===== src/design/mwmm_pkg.sv =====
package mwmm_pkg;

  // Default window depth and fixed field widths
  localparam int WINDOW_MAX_DEF = 64;
  localparam int SAMPLE_W       = 32;
  localparam int MODE_W         = 2;
  localparam int WSIZE_W        = 7;
  localparam int CFG_IDX_W      = 1;
  localparam int CFG_DATA_W     = 7;

  // Mode codes
  localparam logic [MODE_W-1:0] MODE_MAX   = 2'd0;
  localparam logic [MODE_W-1:0] MODE_MIN   = 2'd1;
  localparam logic [MODE_W-1:0] MODE_COUNT = 2'd2;

  // Register indexes
  localparam logic [CFG_IDX_W-1:0] CFG_MODE  = 1'b0;
  localparam logic [CFG_IDX_W-1:0] CFG_WSIZE = 1'b1;

  typedef struct packed {
    logic signed [SAMPLE_W-1:0] sample;
    logic                       sample_ok;
    logic                       series_start;
  } in_payload_t;

  typedef struct packed {
    logic signed [SAMPLE_W-1:0] result_value;
    logic                       result_ok;
  } out_payload_t;

  typedef enum logic [1:0] {
    ST_IDLE,
    ST_SCAN,
    ST_DRAIN,
    ST_DONE
  } ctl_state_t;

  // Controller to datapath
  typedef struct packed {
    logic start;     // transaction accepted: write sample, load scan
    logic issue_rd;  // read one window entry
    logic load_out;  // move result into output register
  } ctl_cmd_t;

  // Datapath to controller
  typedef struct packed {
    logic scan_zero; // nothing to scan for the arriving sample
    logic last_rd;   // one read left
    logic out_free;  // output register can take a result
  } dp_stat_t;

endpackage


===== src/design/mwmm_stream_if.sv =====
interface mwmm_stream_if #(
  parameter type payload_t = logic
);
  logic     valid;
  logic     ready;
  payload_t payload;

  modport source (output valid, output payload, input ready);
  modport sink (input valid, input payload, output ready);
endinterface


===== src/design/moving_window_max_min_count_core.sv =====
// Each input transaction writes its sample, then reads the newest min(N, L) window entries,
// one per cycle, through the single read port of the sample memory and folds them in; the
// result then goes to the output register once that is free. N is window_size capped at
// WINDOW_MAX, L the samples seen in the current series. A new input waits for that load.
// Reset (rst_n, synchronous, active low) clears control, mode and window_size;
// the sample memory needs no clearing pass, entries older than the series are skipped.
module moving_window_max_min_count_core #(
  parameter int WINDOW_MAX = mwmm_pkg::WINDOW_MAX_DEF
) (
  input  logic                            clk,
  input  logic                            rst_n,
  mwmm_stream_if.sink                     in_ch,
  mwmm_stream_if.source                   out_ch,
  input  logic                            cfg_we,
  input  logic [mwmm_pkg::CFG_IDX_W-1:0]  cfg_idx,
  input  logic [mwmm_pkg::CFG_DATA_W-1:0] cfg_wdata
);

  mwmm_pkg::ctl_cmd_t cmd;
  mwmm_pkg::dp_stat_t stat;

  // Sequencer
  mwmm_ctrl u_ctrl (
    .clk      (clk),
    .rst_n    (rst_n),
    .in_valid (in_ch.valid),
    .stat     (stat),
    .in_ready (in_ch.ready),
    .cmd      (cmd)
  );

  // Window memory, compare unit and output register
  mwmm_dp #(
    .WINDOW_MAX (WINDOW_MAX)
  ) u_dp (
    .clk       (clk),
    .rst_n     (rst_n),
    .cmd       (cmd),
    .stat      (stat),
    .in_data   (in_ch.payload),
    .out_ready (out_ch.ready),
    .out_valid (out_ch.valid),
    .out_data  (out_ch.payload),
    .cfg_we    (cfg_we),
    .cfg_idx   (cfg_idx),
    .cfg_wdata (cfg_wdata)
  );

endmodule


===== src/design/mwmm_ctrl.sv =====
module mwmm_ctrl (
  input  logic              clk,
  input  logic              rst_n,
  input  logic              in_valid,
  input  mwmm_pkg::dp_stat_t stat,
  output logic              in_ready,
  output mwmm_pkg::ctl_cmd_t cmd
);

  mwmm_pkg::ctl_state_t state_r, state_nxt;

  // State register
  always_ff @(posedge clk) begin
    if (!rst_n) begin
      state_r <= mwmm_pkg::ST_IDLE;
    end else begin
      state_r <= state_nxt;
    end
  end

  // Next state and commands
  always_comb begin
    state_nxt    = state_r;
    in_ready     = 1'b0;
    cmd.start    = 1'b0;
    cmd.issue_rd = 1'b0;
    cmd.load_out = 1'b0;
    case (state_r)
      mwmm_pkg::ST_IDLE: begin
        in_ready = 1'b1;
        if (in_valid) begin
          cmd.start = 1'b1;
          state_nxt = stat.scan_zero ? mwmm_pkg::ST_DONE : mwmm_pkg::ST_SCAN;
        end
      end
      mwmm_pkg::ST_SCAN: begin
        cmd.issue_rd = 1'b1;
        if (stat.last_rd) begin
          state_nxt = mwmm_pkg::ST_DRAIN;
        end
      end
      // last read data is folded in here
      mwmm_pkg::ST_DRAIN: begin
        state_nxt = mwmm_pkg::ST_DONE;
      end
      mwmm_pkg::ST_DONE: begin
        if (stat.out_free) begin
          cmd.load_out = 1'b1;
          state_nxt    = mwmm_pkg::ST_IDLE;
        end
      end
      default: begin
        state_nxt = mwmm_pkg::ST_IDLE;
      end
    endcase
  end

endmodule


===== src/design/mwmm_dp.sv =====
module mwmm_dp #(
  parameter int WINDOW_MAX = mwmm_pkg::WINDOW_MAX_DEF
) (
  input  logic                                clk,
  input  logic                                rst_n,
  input  mwmm_pkg::ctl_cmd_t                  cmd,
  output mwmm_pkg::dp_stat_t                  stat,
  input  mwmm_pkg::in_payload_t               in_data,
  input  logic                                out_ready,
  output logic                                out_valid,
  output mwmm_pkg::out_payload_t              out_data,
  input  logic                                cfg_we,
  input  logic [mwmm_pkg::CFG_IDX_W-1:0]      cfg_idx,
  input  logic [mwmm_pkg::CFG_DATA_W-1:0]     cfg_wdata
);

  localparam int PTR_W = (WINDOW_MAX > 1) ? $clog2(WINDOW_MAX) : 1;
  localparam int LEN_W = $clog2(WINDOW_MAX + 1);
  localparam int CW    = (LEN_W > mwmm_pkg::WSIZE_W) ? LEN_W : mwmm_pkg::WSIZE_W;
  localparam int SW    = mwmm_pkg::SAMPLE_W;

  localparam logic [PTR_W-1:0] PTR_LAST = PTR_W'(WINDOW_MAX - 1);
  localparam logic [LEN_W-1:0] LEN_FULL = LEN_W'(WINDOW_MAX);
  localparam logic [CW-1:0]    WMAX_C   = CW'(WINDOW_MAX);

  // Sample memory: {sample_ok, sample}, written at the newest slot
  logic [SW:0] mem [WINDOW_MAX];

  logic [mwmm_pkg::MODE_W-1:0]  mode_r;
  logic [mwmm_pkg::WSIZE_W-1:0] wsize_r;
  logic [PTR_W-1:0]             wptr_r, new_ptr, rd_addr_r;
  logic [LEN_W-1:0]             len_r, len_new, remain_r, cnt_r;
  logic [CW-1:0]                n_cap, len_ext, scan_n;
  logic                         rd_vld_r;
  logic [SW:0]                  rd_data_r;
  logic                         have_r;
  logic signed [SW-1:0]         best_r, rd_sample;
  logic                         better;
  logic                         out_valid_r;
  mwmm_pkg::out_payload_t       out_data_r, result;

  // Configuration registers
  always_ff @(posedge clk) begin
    if (!rst_n) begin
      mode_r  <= '0;
      wsize_r <= '0;
    end else if (cfg_we) begin
      case (cfg_idx)
        mwmm_pkg::CFG_MODE:  mode_r  <= cfg_wdata[mwmm_pkg::MODE_W-1:0];
        mwmm_pkg::CFG_WSIZE: wsize_r <= cfg_wdata[mwmm_pkg::WSIZE_W-1:0];
        default: ;
      endcase
    end
  end

  // Write slot, series length and scan length for the arriving sample
  always_comb begin
    new_ptr = (wptr_r == PTR_LAST) ? '0 : wptr_r + 1'b1;
    if (in_data.series_start) begin
      len_new = LEN_W'(1);
    end else if (len_r == LEN_FULL) begin
      len_new = len_r;
    end else begin
      len_new = len_r + 1'b1;
    end
    n_cap   = (CW'(wsize_r) > WMAX_C) ? WMAX_C : CW'(wsize_r);
    len_ext = CW'(len_new);
    scan_n  = (n_cap > len_ext) ? len_ext : n_cap;
  end

  assign stat.scan_zero = (scan_n == '0);
  assign stat.last_rd   = (remain_r == LEN_W'(1));
  assign stat.out_free  = !out_valid_r || out_ready;

  // Memory write and registered read
  always_ff @(posedge clk) begin
    if (cmd.start) begin
      mem[new_ptr] <= {in_data.sample_ok, in_data.sample};
    end
    if (cmd.issue_rd) begin
      rd_data_r <= mem[rd_addr_r];
    end
  end

  // Pointers and scan counter
  always_ff @(posedge clk) begin
    if (!rst_n) begin
      wptr_r   <= '0;
      len_r    <= '0;
      rd_addr_r <= '0;
      remain_r <= '0;
      rd_vld_r <= 1'b0;
    end else begin
      rd_vld_r <= cmd.issue_rd;
      if (cmd.start) begin
        wptr_r    <= new_ptr;
        len_r     <= len_new;
        rd_addr_r <= new_ptr;
        remain_r  <= scan_n[LEN_W-1:0];
      end else if (cmd.issue_rd) begin
        rd_addr_r <= (rd_addr_r == '0) ? PTR_LAST : rd_addr_r - 1'b1;
        remain_r  <= remain_r - 1'b1;
      end
    end
  end

  // Compare against running best
  assign rd_sample = $signed(rd_data_r[SW-1:0]);
  always_comb begin
    case (mode_r)
      mwmm_pkg::MODE_MAX: better = rd_sample > best_r;
      mwmm_pkg::MODE_MIN: better = rd_sample < best_r;
      default:            better = 1'b0;
    endcase
  end

  // Accumulator
  always_ff @(posedge clk) begin
    if (!rst_n) begin
      have_r <= 1'b0;
      cnt_r  <= '0;
    end else if (cmd.start) begin
      have_r <= 1'b0;
      cnt_r  <= '0;
    end else if (rd_vld_r && rd_data_r[SW]) begin
      have_r <= 1'b1;
      cnt_r  <= cnt_r + 1'b1;
    end
  end

  always_ff @(posedge clk) begin
    if (rd_vld_r && rd_data_r[SW] && (!have_r || better)) begin
      best_r <= rd_sample;
    end
  end

  // Result select
  always_comb begin
    result.result_value = '0;
    result.result_ok    = 1'b0;
    case (mode_r)
      mwmm_pkg::MODE_COUNT: begin
        result.result_value = SW'(cnt_r);
        result.result_ok    = 1'b1;
      end
      mwmm_pkg::MODE_MAX, mwmm_pkg::MODE_MIN: begin
        if (have_r) begin
          result.result_value = best_r;
          result.result_ok    = 1'b1;
        end
      end
      default: ;
    endcase
  end

  // Output register
  always_ff @(posedge clk) begin
    if (!rst_n) begin
      out_valid_r <= 1'b0;
    end else if (cmd.load_out) begin
      out_valid_r <= 1'b1;
    end else if (out_ready) begin
      out_valid_r <= 1'b0;
    end
  end

  always_ff @(posedge clk) begin
    if (cmd.load_out) begin
      out_data_r <= result;
    end
  end

  assign out_valid = out_valid_r;
  assign out_data  = out_data_r;

endmodule


===== src/flat_wrapper.sv =====
// flat-port wrapper written by rule: the top's interface ports become plain ports
module moving_window_max_min_count_core_flat 
#(
  parameter int WINDOW_MAX = mwmm_pkg::WINDOW_MAX_DEF
)
  (clk, rst_n, cfg_we, cfg_idx, cfg_wdata, in_ch_valid, in_ch_payload, in_ch_ready, out_ch_valid, out_ch_payload, out_ch_ready);
  mwmm_stream_if in_ch_i ();
  mwmm_stream_if out_ch_i ();
  input  logic clk;
  input  logic rst_n;
  input  logic cfg_we;
  input  logic [mwmm_pkg::CFG_IDX_W-1:0] cfg_idx;
  input  logic [mwmm_pkg::CFG_DATA_W-1:0] cfg_wdata;
  input wire logic [$bits(in_ch_i.valid)-1:0] in_ch_valid;
  input wire logic [$bits(in_ch_i.payload)-1:0] in_ch_payload;
  output wire logic [$bits(in_ch_i.ready)-1:0] in_ch_ready;
  output wire logic [$bits(out_ch_i.valid)-1:0] out_ch_valid;
  output wire logic [$bits(out_ch_i.payload)-1:0] out_ch_payload;
  input wire logic [$bits(out_ch_i.ready)-1:0] out_ch_ready;
  assign in_ch_i.valid = in_ch_valid;
  assign in_ch_i.payload = in_ch_payload;
  assign in_ch_ready = in_ch_i.ready;
  assign out_ch_valid = out_ch_i.valid;
  assign out_ch_payload = out_ch_i.payload;
  assign out_ch_i.ready = out_ch_ready;
  moving_window_max_min_count_core #(.WINDOW_MAX(WINDOW_MAX)) u_core (.clk(clk), .rst_n(rst_n), .in_ch(in_ch_i), .out_ch(out_ch_i), .cfg_we(cfg_we), .cfg_idx(cfg_idx), .cfg_wdata(cfg_wdata));
endmodule

===== config.mk =====
export PLATFORM = sky130hd
export DESIGN_NAME = moving_window_max_min_count_core_flat
export DESIGN_NICKNAME = d
export VERILOG_FILES = /design/src/design/mwmm_pkg.sv /design/src/design/mwmm_stream_if.sv /design/src/design/moving_window_max_min_count_core.sv /design/src/design/mwmm_ctrl.sv /design/src/design/mwmm_dp.sv /design/src/flat_wrapper.sv
export SDC_FILE = /design/constraint.sdc
export NUM_CORES = 1
export LEC_CHECK = 0
export BUFFER_PORTS_ARGS = -buffer_cell sky130_fd_sc_hd__buf_4
export CORE_MARGIN = 2
export CORE_UTILIZATION = 55
export CTS_BUF_LIST = sky130_fd_sc_hd__clkbuf_2 sky130_fd_sc_hd__clkbuf_4 sky130_fd_sc_hd__clkbuf_8
export DETAILED_ROUTE_END_ITERATION = 10
export GPL_TIMING_DRIVEN = 0
export PLACE_DENSITY = 0.78
export SLEW_MARGIN = 15
export SYNTH_ARGS = -nofsm -noshare
export SYNTH_HDL_FRONTEND = slang
export SYNTH_SLANG_ARGS = --single-unit
export TNS_END_PERCENT = 100

===== constraint.sdc =====
create_clock -name clk -period 2.79 [get_ports clk]
set_input_delay 0.6975 -clock clk [delete_from_list [all_inputs] [get_ports clk]]
set_output_delay 0.6975 -clock clk [all_outputs]
set_load 0.03 [all_outputs]

# After elaboration in Yosys (flattened, before gate mapping)

Cells that the tools add are included.

Register bits after elaboration: 62
Logic and storage cells: 60

Bitwise operators: 2
Add/subtract/negate cells: 2
Mux-type cells: 21
Magnitude comparators: 2
Reductions and logical operators: 13
Equal/unequal tests: 10

Operator list:

| operator                                                               | count |
|---|---|
| 7-bit two-way mux                                                      | 6 |
| 1-bit two-way mux                                                      | 9 |
| 2-bit two-way mux                                                      | 4 |
| 2-bit case mux with 4 select lines                                     | 1 |
| 7-bit by 1-bit adder with 7-bit output (second input constant)         | 1 |
| 7-bit by 1-bit equality test with 1-bit output (second input constant) | 1 |
| 7-bit equality test (second input constant)                            | 1 |
| 7-bit greater-than comparator                                          | 1 |
| 7-bit greater-than comparator (second input constant)                  | 1 |
| 7-bit zero test                                                        | 1 |
| 7-bit by 1-bit subtractor with 7-bit output (second input constant)    | 1 |
| 2-bit equality test (second input constant)                            | 3 |
| 2-bit by 1-bit equality test with 1-bit output (second input constant) | 2 |
| 2-bit zero test                                                        | 2 |
| 2-bit by 1-bit != test with 1-bit output (second input constant)       | 2 |
| 2-bit AND reduction                                                    | 2 |
| 2-bit nonzero test                                                     | 2 |
| 2-bit OR reduction                                                     | 2 |
| 3-bit AND reduction                                                    | 1 |
| 2-bit != test (second input constant)                                  | 1 |
| 1-bit inverter                                                         | 2 |
| 1-bit case mux with 2 select lines                                     | 1 |
| 1-bit logical AND                                                      | 1 |
| 1-bit zero test                                                        | 1 |
| 1-bit logical OR                                                       | 1 |

# Logic depth before layout (Yosys ltp)

Gate-level depths: netlist of run 1.

Word-level depth: 9
Depth in mapped cells: 13
Gate-level depth less buffers: 12

# Modules after synthesis

A second synthesis of run 1 with hierarchy kept.

Cell total of the unflattened synthesis: 3,774
Area total of the unflattened synthesis: 87,012.2 sq um

By module, submodules not included:

| module                           | seq. area each (sq um) | area each (sq um) | cells each | instances |
|---|---|---|---|---|
| mwmm_dp                          | 67,264.5               | 86,815.8          | 3,751      | 1 |
| mwmm_ctrl                        | 40.0                   | 192.7             | 22         | 1 |
| moving_window_max_min_count_core | 0.0                    | 3.8               | 1          | 1 |

# Worst setup path after synthesis of run 1

Ideal clock, no wire load.

Path kind: register -> register
Start point: register u_core.u_dp.len_r[0]
End point: register u_core.u_dp.remain_r[5]
Path slack: 0.118 ns
Data required time: 2.668 ns
Arrival: 2.550 ns
Clock period less this slack: 2.672 ns
Path buffers: 1
Setup time: 0.122 ns
Stages on the path, launching flop included: 13
Path through: dfxtp_1 -> inv_1 -> ha_1 -> nor2b_1 -> a21oi_1 -> nand2_1 -> ha_1 -> a21oi_1 -> a21oi_1 -> o22ai_1 -> buf_2 -> nor2_1 -> o311a_1

Longest elaborated chain between the ends: 6

Ends and longest elaborated chain:

| element                                                                              | line                         | RTL |
|---|---|---|
| from (decl)                                                                          | mwmm_dp.sv:32                | `logic [LEN_W-1:0] len_r, len_new, remain_r, cnt_r;` |
| from (signal assigned)                                                               | mwmm_dp.sv:97                | `len_r <= len_new;` |
| 7-bit by 1-bit adder with 7-bit output / 7-bit equality test (equally long branches) | mwmm_dp.sv:64, mwmm_dp.sv:61 |  |
| 7-bit two-way mux *                                                                  | mwmm_dp.sv:61                | `end else if (len_r == LEN_FULL) begin` |
| 7-bit two-way mux *                                                                  | mwmm_dp.sv:59                | `if (in_data.series_start) begin` |
| 7-bit greater-than comparator                                                        | mwmm_dp.sv:68                | `scan_n = (n_cap > len_ext) ? len_ext : n_cap;` |
| 7-bit two-way mux *                                                                  | mwmm_dp.sv:68                |  |
| 7-bit two-way mux *                                                                  | mwmm_dp.sv:95                | `if (cmd.start) begin` |
| to (signal assigned)                                                                 | mwmm_dp.sv:99                | `remain_r <= scan_n[LEN_W-1:0];` |
| to (signal assigned)                                                                 | mwmm_dp.sv:102               | `remain_r <= remain_r - 1'b1;` |
| to (decl)                                                                            | mwmm_dp.sv:32                |  |

Every way passes the cells marked *; elsewhere a longest branch is shown, timed or not.
A chain may end at the register's enable or synchronous reset.

# Final worst setup path of run 1

Start point: register u_core.u_dp.len_r[0]
End point: register u_core.u_ctrl.state_r[1]

Longest elaborated chain between the ends: 9

Ends and longest elaborated chain:

| element                                                                              | line                         | RTL |
|---|---|---|
| 7-bit by 1-bit adder with 7-bit output / 7-bit equality test (equally long branches) | mwmm_dp.sv:64, mwmm_dp.sv:61 |  |
| 7-bit two-way mux *                                                                  | mwmm_dp.sv:61                |  |
| 7-bit two-way mux *                                                                  | mwmm_dp.sv:59                |  |
| 7-bit greater-than comparator                                                        | mwmm_dp.sv:68                |  |
| 7-bit two-way mux *                                                                  | mwmm_dp.sv:68                |  |
| 7-bit zero test *                                                                    | mwmm_dp.sv:71                | `assign stat.scan_zero = (scan_n == '0);` |
| 2-bit two-way mux *                                                                  | mwmm_ctrl.sv:33              | `state_nxt = stat.scan_zero ? mwmm_pkg::ST_DONE : mwmm_pkg::ST_SCAN;` |
| 2-bit two-way mux *                                                                  | mwmm_ctrl.sv:31              | `if (in_valid) begin` |
| 2-bit case mux with 4 select lines *                                                 | mwmm_ctrl.sv:28              | `case (state_r)` |
| to (signal assigned)                                                                 | mwmm_ctrl.sv:15              | `state_r <= mwmm_pkg::ST_IDLE;` |
| to (signal assigned)                                                                 | mwmm_ctrl.sv:17              | `state_r <= state_nxt;` |
| to (decl)                                                                            | mwmm_ctrl.sv:10              | `mwmm_pkg::ctl_state_t state_r, state_nxt;` |

Every way passes the cells marked *; elsewhere a longest branch is shown, timed or not. The select of a mux whose other input is x is not followed.

==> impl_metrics.yaml, run 1 <==
die:
  die_x_um: 60.78
  core-area_sq_um: 3053
  dieArea_sq_um: 3694
  ios: 17
  initial_core_util: 0.5807
  rows: 20
  die_h_um: 60.78
power:
  power_density_nw_per_um2: 647.3
  ir_worst_vdd_uv: 335.6
  p_leak_nw: 0.8250
  finalPower_mw: 1.338
synthesis:
  syn_area_sq_um: 1773
  synth_compound_area_frac: 0.1793
  yosysTopAreaCellShare: 0.2936
  yosysMostFrequentCell: "nand2_1"
  yosys-top-cells-count: "nand2_1 (28), dfxtp_1 (26), a21oi_1 (20)"
  netlist_top_cells_area: "dfxtp_1 (29%), ha_1 (11%), nand2_1 (5.9%)"
  yosys.area_share.simple: 0.2738
  synth_xor_area_frac: 0.04446
  ys_types: 45
  syn_avg_cell_area_sq_um: 7.986
  synth_edf_count: 1
  synth_mux_area_frac: 0.03458
  yosys.area.top_type: "dfxtp_1"
  ys_warn_count: 0
  synth_adder_area_share: 0.1059
  synth_nets: 251
  ys.flop_type: "dfxtp_1"
  synth_seq_area_share: 0.3105
  synth_top_family_by_area: "simple AND/OR/NAND/NOR gates"
  synth_seq_cells: 27
  postSynthCellCount: 222
  synthArstFlopShare: 0
finish:
  num_antenna_cells: 0
  syn_to_final_growth_pct: 16.58
  drive_gt1_frac: 0.1728
  final_nets: 273
worst_setup_path:
  start_kind: "flip-flop"
  slowest_stage: "dfxtp_2"
  cp_max_fo: 4
  worst-setup-path-type: "flip-flop to flip-flop"
  r2r_slack_ns: 0.11
  path_cells: "inv_1 -> ha_1 -> nor2b_4 -> and2_1 -> a21o_1 -> inv_1 -> ha_1 -> nand3b_1 -> a21oi_2 -> o22ai_2 -> buf_4 -> nor3b_1 -> o41ai_2"
  arrival_ns: 2.96
  endpoint_kind: "flip-flop"
  cp.required_ns: 3.07
  critPathMaxStageDelay_ns: 0.36
status:
  status: "completed"
clock_network:
  cts_made_buffers: 3
  htree_num_levels: 1
  ctsHoldBuffers: 0
  cts_sinks: 27
  clock_latency_ns: 0.35
  clkTransAtPathRegs_ns: 0.16
  root_buffer: "clkbuf_4"
  cts_buffer_depth: 2
  cts_tree: "built"
drt:
  dr.first_iter.drc_count: 83
  routedWlPerCell_um: 14.04
  routed.top_layer: "met4"
  drtPass1Iterations: 4
  wirelength_um: 4030
  detail-route-antenna-nets: 0
  wl_met1_um: 1870
  num_vias: 1645
  viasPerCell: 5.732
  dr_wl_met2_um: 1956
  wl_met3_um: 118
  drc_errors: 0
grt:
  grt_pass1_vias: 1487
  antenna_found_initial: 0
  grt_max_degree: 17
  grt_use_total: 0.2241
  overflow: 0
  grt_pass1_wl_um: 6272
timing:
  fmax_mhz: 372.5
  fin_crit_ns: 2.684
  setup_viol: 0
  slew_violations: 0
  timing.final.crit_share: 0.9621
  setup_ws_ns: 0.1057
  slew_headroom: 0.6684
  tightest_slew_ns: 0.4974
  hold_violations: 0
  finClkSkew_ns: 0.009514
place:
  hpwl_um: 2950
  post-place-ws_ns: -0.3604
  place.port_buffers: 12
  place.gp.congestion: 0.9429
flow_run:
  maxCapViolCount: 0
min_path:
  worstHoldPathType: "flip-flop to flip-flop"
## sequential cells by signal (all words and copies together) (netlist names)
name,flops
u_core.u_ctrl.state_r,2
u_core.u_dp.wsize_r,7
u_core.u_dp.out_valid,1
u_core.u_dp.remain_r,7
u_core.u_dp.len_r,7
u_core.u_dp.mode_r,2
u_core.u_dp.out_data,1
## area by class of cell
cell class / instances / area [sq um]
well taps: 44 / 55.05
inverters: 12 / 45.04
plain buffers: 12 / 52.55
fillers: 265 / 985.9
flip-flops and latches: 27 / 553.0
repair buffers: 17 / 127.6
clock buffers: 3 / 22.52
multi-input cells: 171 / 1204
clock inverters: 1 / 7.507
## power breakdown
group / total, mW / internal [mW] / switching [mW] / leakage (nW)
logic: 0.632 / 0.275 / 0.357 / 0.588
registers: 0.519 / 0.455 / 0.0639 / 0.223
clock network: 0.187 / 0.0552 / 0.132 / 0.0139
## layout by cell type, fill, tap and decap left out, drive strengths merged, types with 2 or more instances in the layout
| cell type | netlist | final |
|---|---|---|
| nor4b | 3 | 3 |
| o311a | 4 | 4 |
| o21ai | 6 | 6 |
| nor2 | 16 | 16 |
| xnor2 | 5 | 5 |
| nand4 | 5 | 5 |
| nand2 | 28 | 28 |
| a21oi | 20 | 20 |
| mux2i | 5 | 5 |
| ha | 15 | 15 |
| buf | 1 | 18 |
| nor2b | 10 | 10 |
| inv | 11 | 11 |
| nand2b | 2 | 2 |
| nand3 | 12 | 12 |
| o21a | 5 | 5 |
| dfxtp | 26 | 26 |
| nor3 | 4 | 4 |
| and2 | 7 | 7 |
| xor2 | 4 | 4 |
| clkbuf | 11 | 14 |
| or3b | 2 | 2 |
## logic make-up after synthesis
| group | count (synthesis) |
|---|---|
| compound gates | 47 |
| simple gates | 94 |
| flops | 27 |
| mux | 6 |
| xor+xnor | 9 |
| buf+inv | 24 |
| fa+ha+maj | 15 |
## metrics by stage
stage	utilization	setup TNS [ns]	area [sq um]	hold slack [ns]	std cells
after CTS	0.6459	0	1972	0.4712	282
final	0.6770	0	2067	0.4681	287
after global placement	0.6283	-1.936	1918	0.4474	278
after global routing	0.6770	-0.06546	2067	0.5168	287
after floorplan	-	0	1773	0.4318	222
after detailed placement	0.6283	-2.434	1918	0.4507	278
## repair_timing
item,4_1_cts,5_1_grt
setup buffers,0,5
resized for setup,8,11
pin swaps,1,8
gates cloned,0,0
setup endpoints to repair,8,8
## final timing paths
check,start,endpoint,depth (start not counted)
worst min register to register,u_core.u_dp.wsize_r[1],u_core.u_dp.wsize_r[1],2
worst max register to register,u_core.u_dp.len_r[0],u_core.u_ctrl.state_r[1],13
worst min-delay path,u_core.u_dp.wsize_r[1],u_core.u_dp.wsize_r[1],2
worst max-delay path,u_core.u_dp.len_r[0],u_core.u_ctrl.state_r[1],13
## critical path: cells and delay by family (launching register included)
family | cells | cell delay (ns)
AOI/OAI and AO/OA | 4 | 0.84
and+or+nand+nor | 4 | 0.63
adders and majority gates | 2 | 0.46
DFF | 1 | 0.36
buffers and inverters | 3 | 0.33
## layer usage
metal / up-vias / global-route usage
met1: 779 / 0.2919
met5: - / 0
met4: 0 / 0.06522
met3: 10 / 0.02985
met2: 34 / 0.3871
li1: 822 / -
Note: power is estimated with default switching activity, not from simulation.
==> run 2, diff against run 1 <==
CORE_MARGIN = default   (was 2)
==> impl_metrics.yaml, run 2 (synthesis results as in run 1) <==
status:
  status: "completed"
die:
  rows: 20
  die_x_um: 58.78
  initial_core_util: 0.5807
  dieArea_sq_um: 3455
  core-area_sq_um: 3053
  die_h_um: 58.78
  ios: 17
worst_setup_path:
  reg2regPathDepth: 11
  endpoint_kind: "flip-flop"
  cp.required_ns: 3.04
  arrival_ns: 2.89
  worst-setup-path-type: "flip-flop to flip-flop"
  r2r-end: "u_core.u_ctrl.state_r[1]"
  timing.rr.start: "u_core.u_dp.len_r[0]"
  start_kind: "flip-flop"
  cp_max_fo: 6
  r2r_slack_ns: 0.15
min_path:
  hold_path_end: "u_core.u_dp.wsize_r[1]"
  min_path_cells: 2
  worstHoldPathType: "flip-flop to flip-flop"
  hold_path.startpoint: "u_core.u_dp.wsize_r[1]"
grt:
  grt_use_total: 0.2281
  overflow: 0
  grt_pass1_vias: 1375
  grt_pass1_wl_um: 5982
  antenna_found_initial: 0
  grt_max_degree: 17
power:
  ir_worst_vdd_uv: 400.0
  finalPower_mw: 1.312
  power_density_nw_per_um2: 643.5
  p_leak_nw: 0.8198
clock_network:
  cts_tree: "built"
  cts_made_buffers: 3
  htree_num_levels: 1
  ctsHoldBuffers: 0
  clock_latency_ns: 0.33
  cts_sinks: 27
  cts_buffer_depth: 2
  clkTransAtPathRegs_ns: 0.15
  root_buffer: "clkbuf_4"
finish:
  final_cell_mix: "nand2_1 (26), dfxtp_1 (24), a21oi_1 (17)"
  fillers: 267
  top_regs: "u_core.u_dp.len_r x7, u_core.u_dp.remain_r x7, u_core.u_dp.wsize_r x7"
  syn_to_final_growth_pct: 14.96
  final_nets: 271
  final_common_cell: "nand2_1"
  post-route-util: 0.6676
  drive_gt1_frac: 0.1618
  num_antenna_cells: 0
place:
  post-place-ws_ns: -0.2916
  hpwl_um: 2869
  place.gp.congestion: 0.9209
  place.port_buffers: 12
flow_run:
  maxCapViolCount: 0
drt:
  num_vias: 1584
  dr.first_iter.drc_count: 65
  wirelength_um: 3750
  dr_wl_met2_um: 1769
  drc_errors: 0
  routed.top_layer: "met4"
  detail-route-antenna-nets: 0
  viasPerCell: 5.558
  wl_met1_um: 1817
  drtPass1Iterations: 6
  routedWlPerCell_um: 13.16
  wl_met3_um: 122
timing:
  setup_ws_ns: 0.1507
  hold_violations: 0
  hold_ws_ns: 0.4692
  finClkSkew_ns: 0.004971
  timing.final.crit_share: 0.9460
  slew_violations: 0
  tightest_slew_ns: 0.4942
  fin_crit_ns: 2.639
  slew_headroom: 0.6705
  setup_viol: 0
  fmax_mhz: 378.9
-- run 2: cell types whose count changed in the layout (fill, tap and decap cells not counted), sizes merged --
cell	delta
buf	-2
-- run 2: through the flow --
step,TNS (ns),std cells,instance area (sq um)
after floorplan,0,222,1773
after global placement,-2.005,278,1918
after detailed placement,-1.977,278,1918
after CTS,0,282,1968
after global routing,-0.004510,285,2038
final,0,285,2038
-- run 2: power breakdown --
part	internal, mW	switching (mW)
Combinational	0.268	0.351
Clock	0.0549	0.120
Sequential	0.455	0.0629
-- run 2: area by class of cell --
class	instances	area, sq um	area share
Sequential cell	27	553.0	0.2713
Multi-Input combinational cell	171	1190	0.5838
Clock buffer	3	22.52	0.01105
Buffer	12	52.55	0.02578
Tap cell	44	55.05	0.02701
Timing Repair Buffer	15	112.6	0.05525
Inverter	12	45.04	0.02210
Clock inverter	1	7.507	0.003683
-- run 2: worst max-delay path by stage --
stage | startpoint | end | slack [ns] | cells past startpoint
2_1_floorplan | u_core.u_dp.len_r[0] | u_core.u_dp.remain_r[5] | 0.12 | 12
3_3_place_gp | in_ch_payload | u_core.u_dp.remain_r[1] | -0.30 | 10
3_5_place_dp | in_ch_payload | u_core.u_ctrl.state_r[1] | -0.29 | 10
4_1_cts | u_core.u_dp.len_r[0] | u_core.u_ctrl.state_r[1] | 0.03 | 12
5_1_grt | u_core.u_dp.len_r[0] | u_core.u_ctrl.state_r[1] | -0.005 | 12
6_report | u_core.u_dp.len_r[0] | u_core.u_ctrl.state_r[1] | 0.15 | 11
-- run 2: worst max-delay path, stage by stage, from the launching register on --
cell and delay (ns):
dfxtp_2 0.38, inv_1 0.07, ha_1 0.20, nor2b_4 0.14, a21oi_4 0.23, nand2_2 0.13, ha_1 0.36, a21oi_2 0.18
a21oi_2 0.09, o221ai_1 0.29, o2111ai_1 0.19, o41ai_2 0.29
-- run 2: timing repair --
item / 4_1_cts / 5_1_grt
buffers inserted: 0 / 3
pin swaps: 1 / 5
resized for setup: 7 / 11
endpoints found under the setup margin: 8 / 8
-- run 2: routing by layer --
| layer | global-route usage | vias up |
|---|---|---|
| li1 | - | 818 |
| met4 | 0.07483 | 0 |
| met2 | 0.3815 | 29 |
| met5 | 0 | - |
| met3 | 0.01978 | 5 |
| met1 | 0.3100 | 732 |
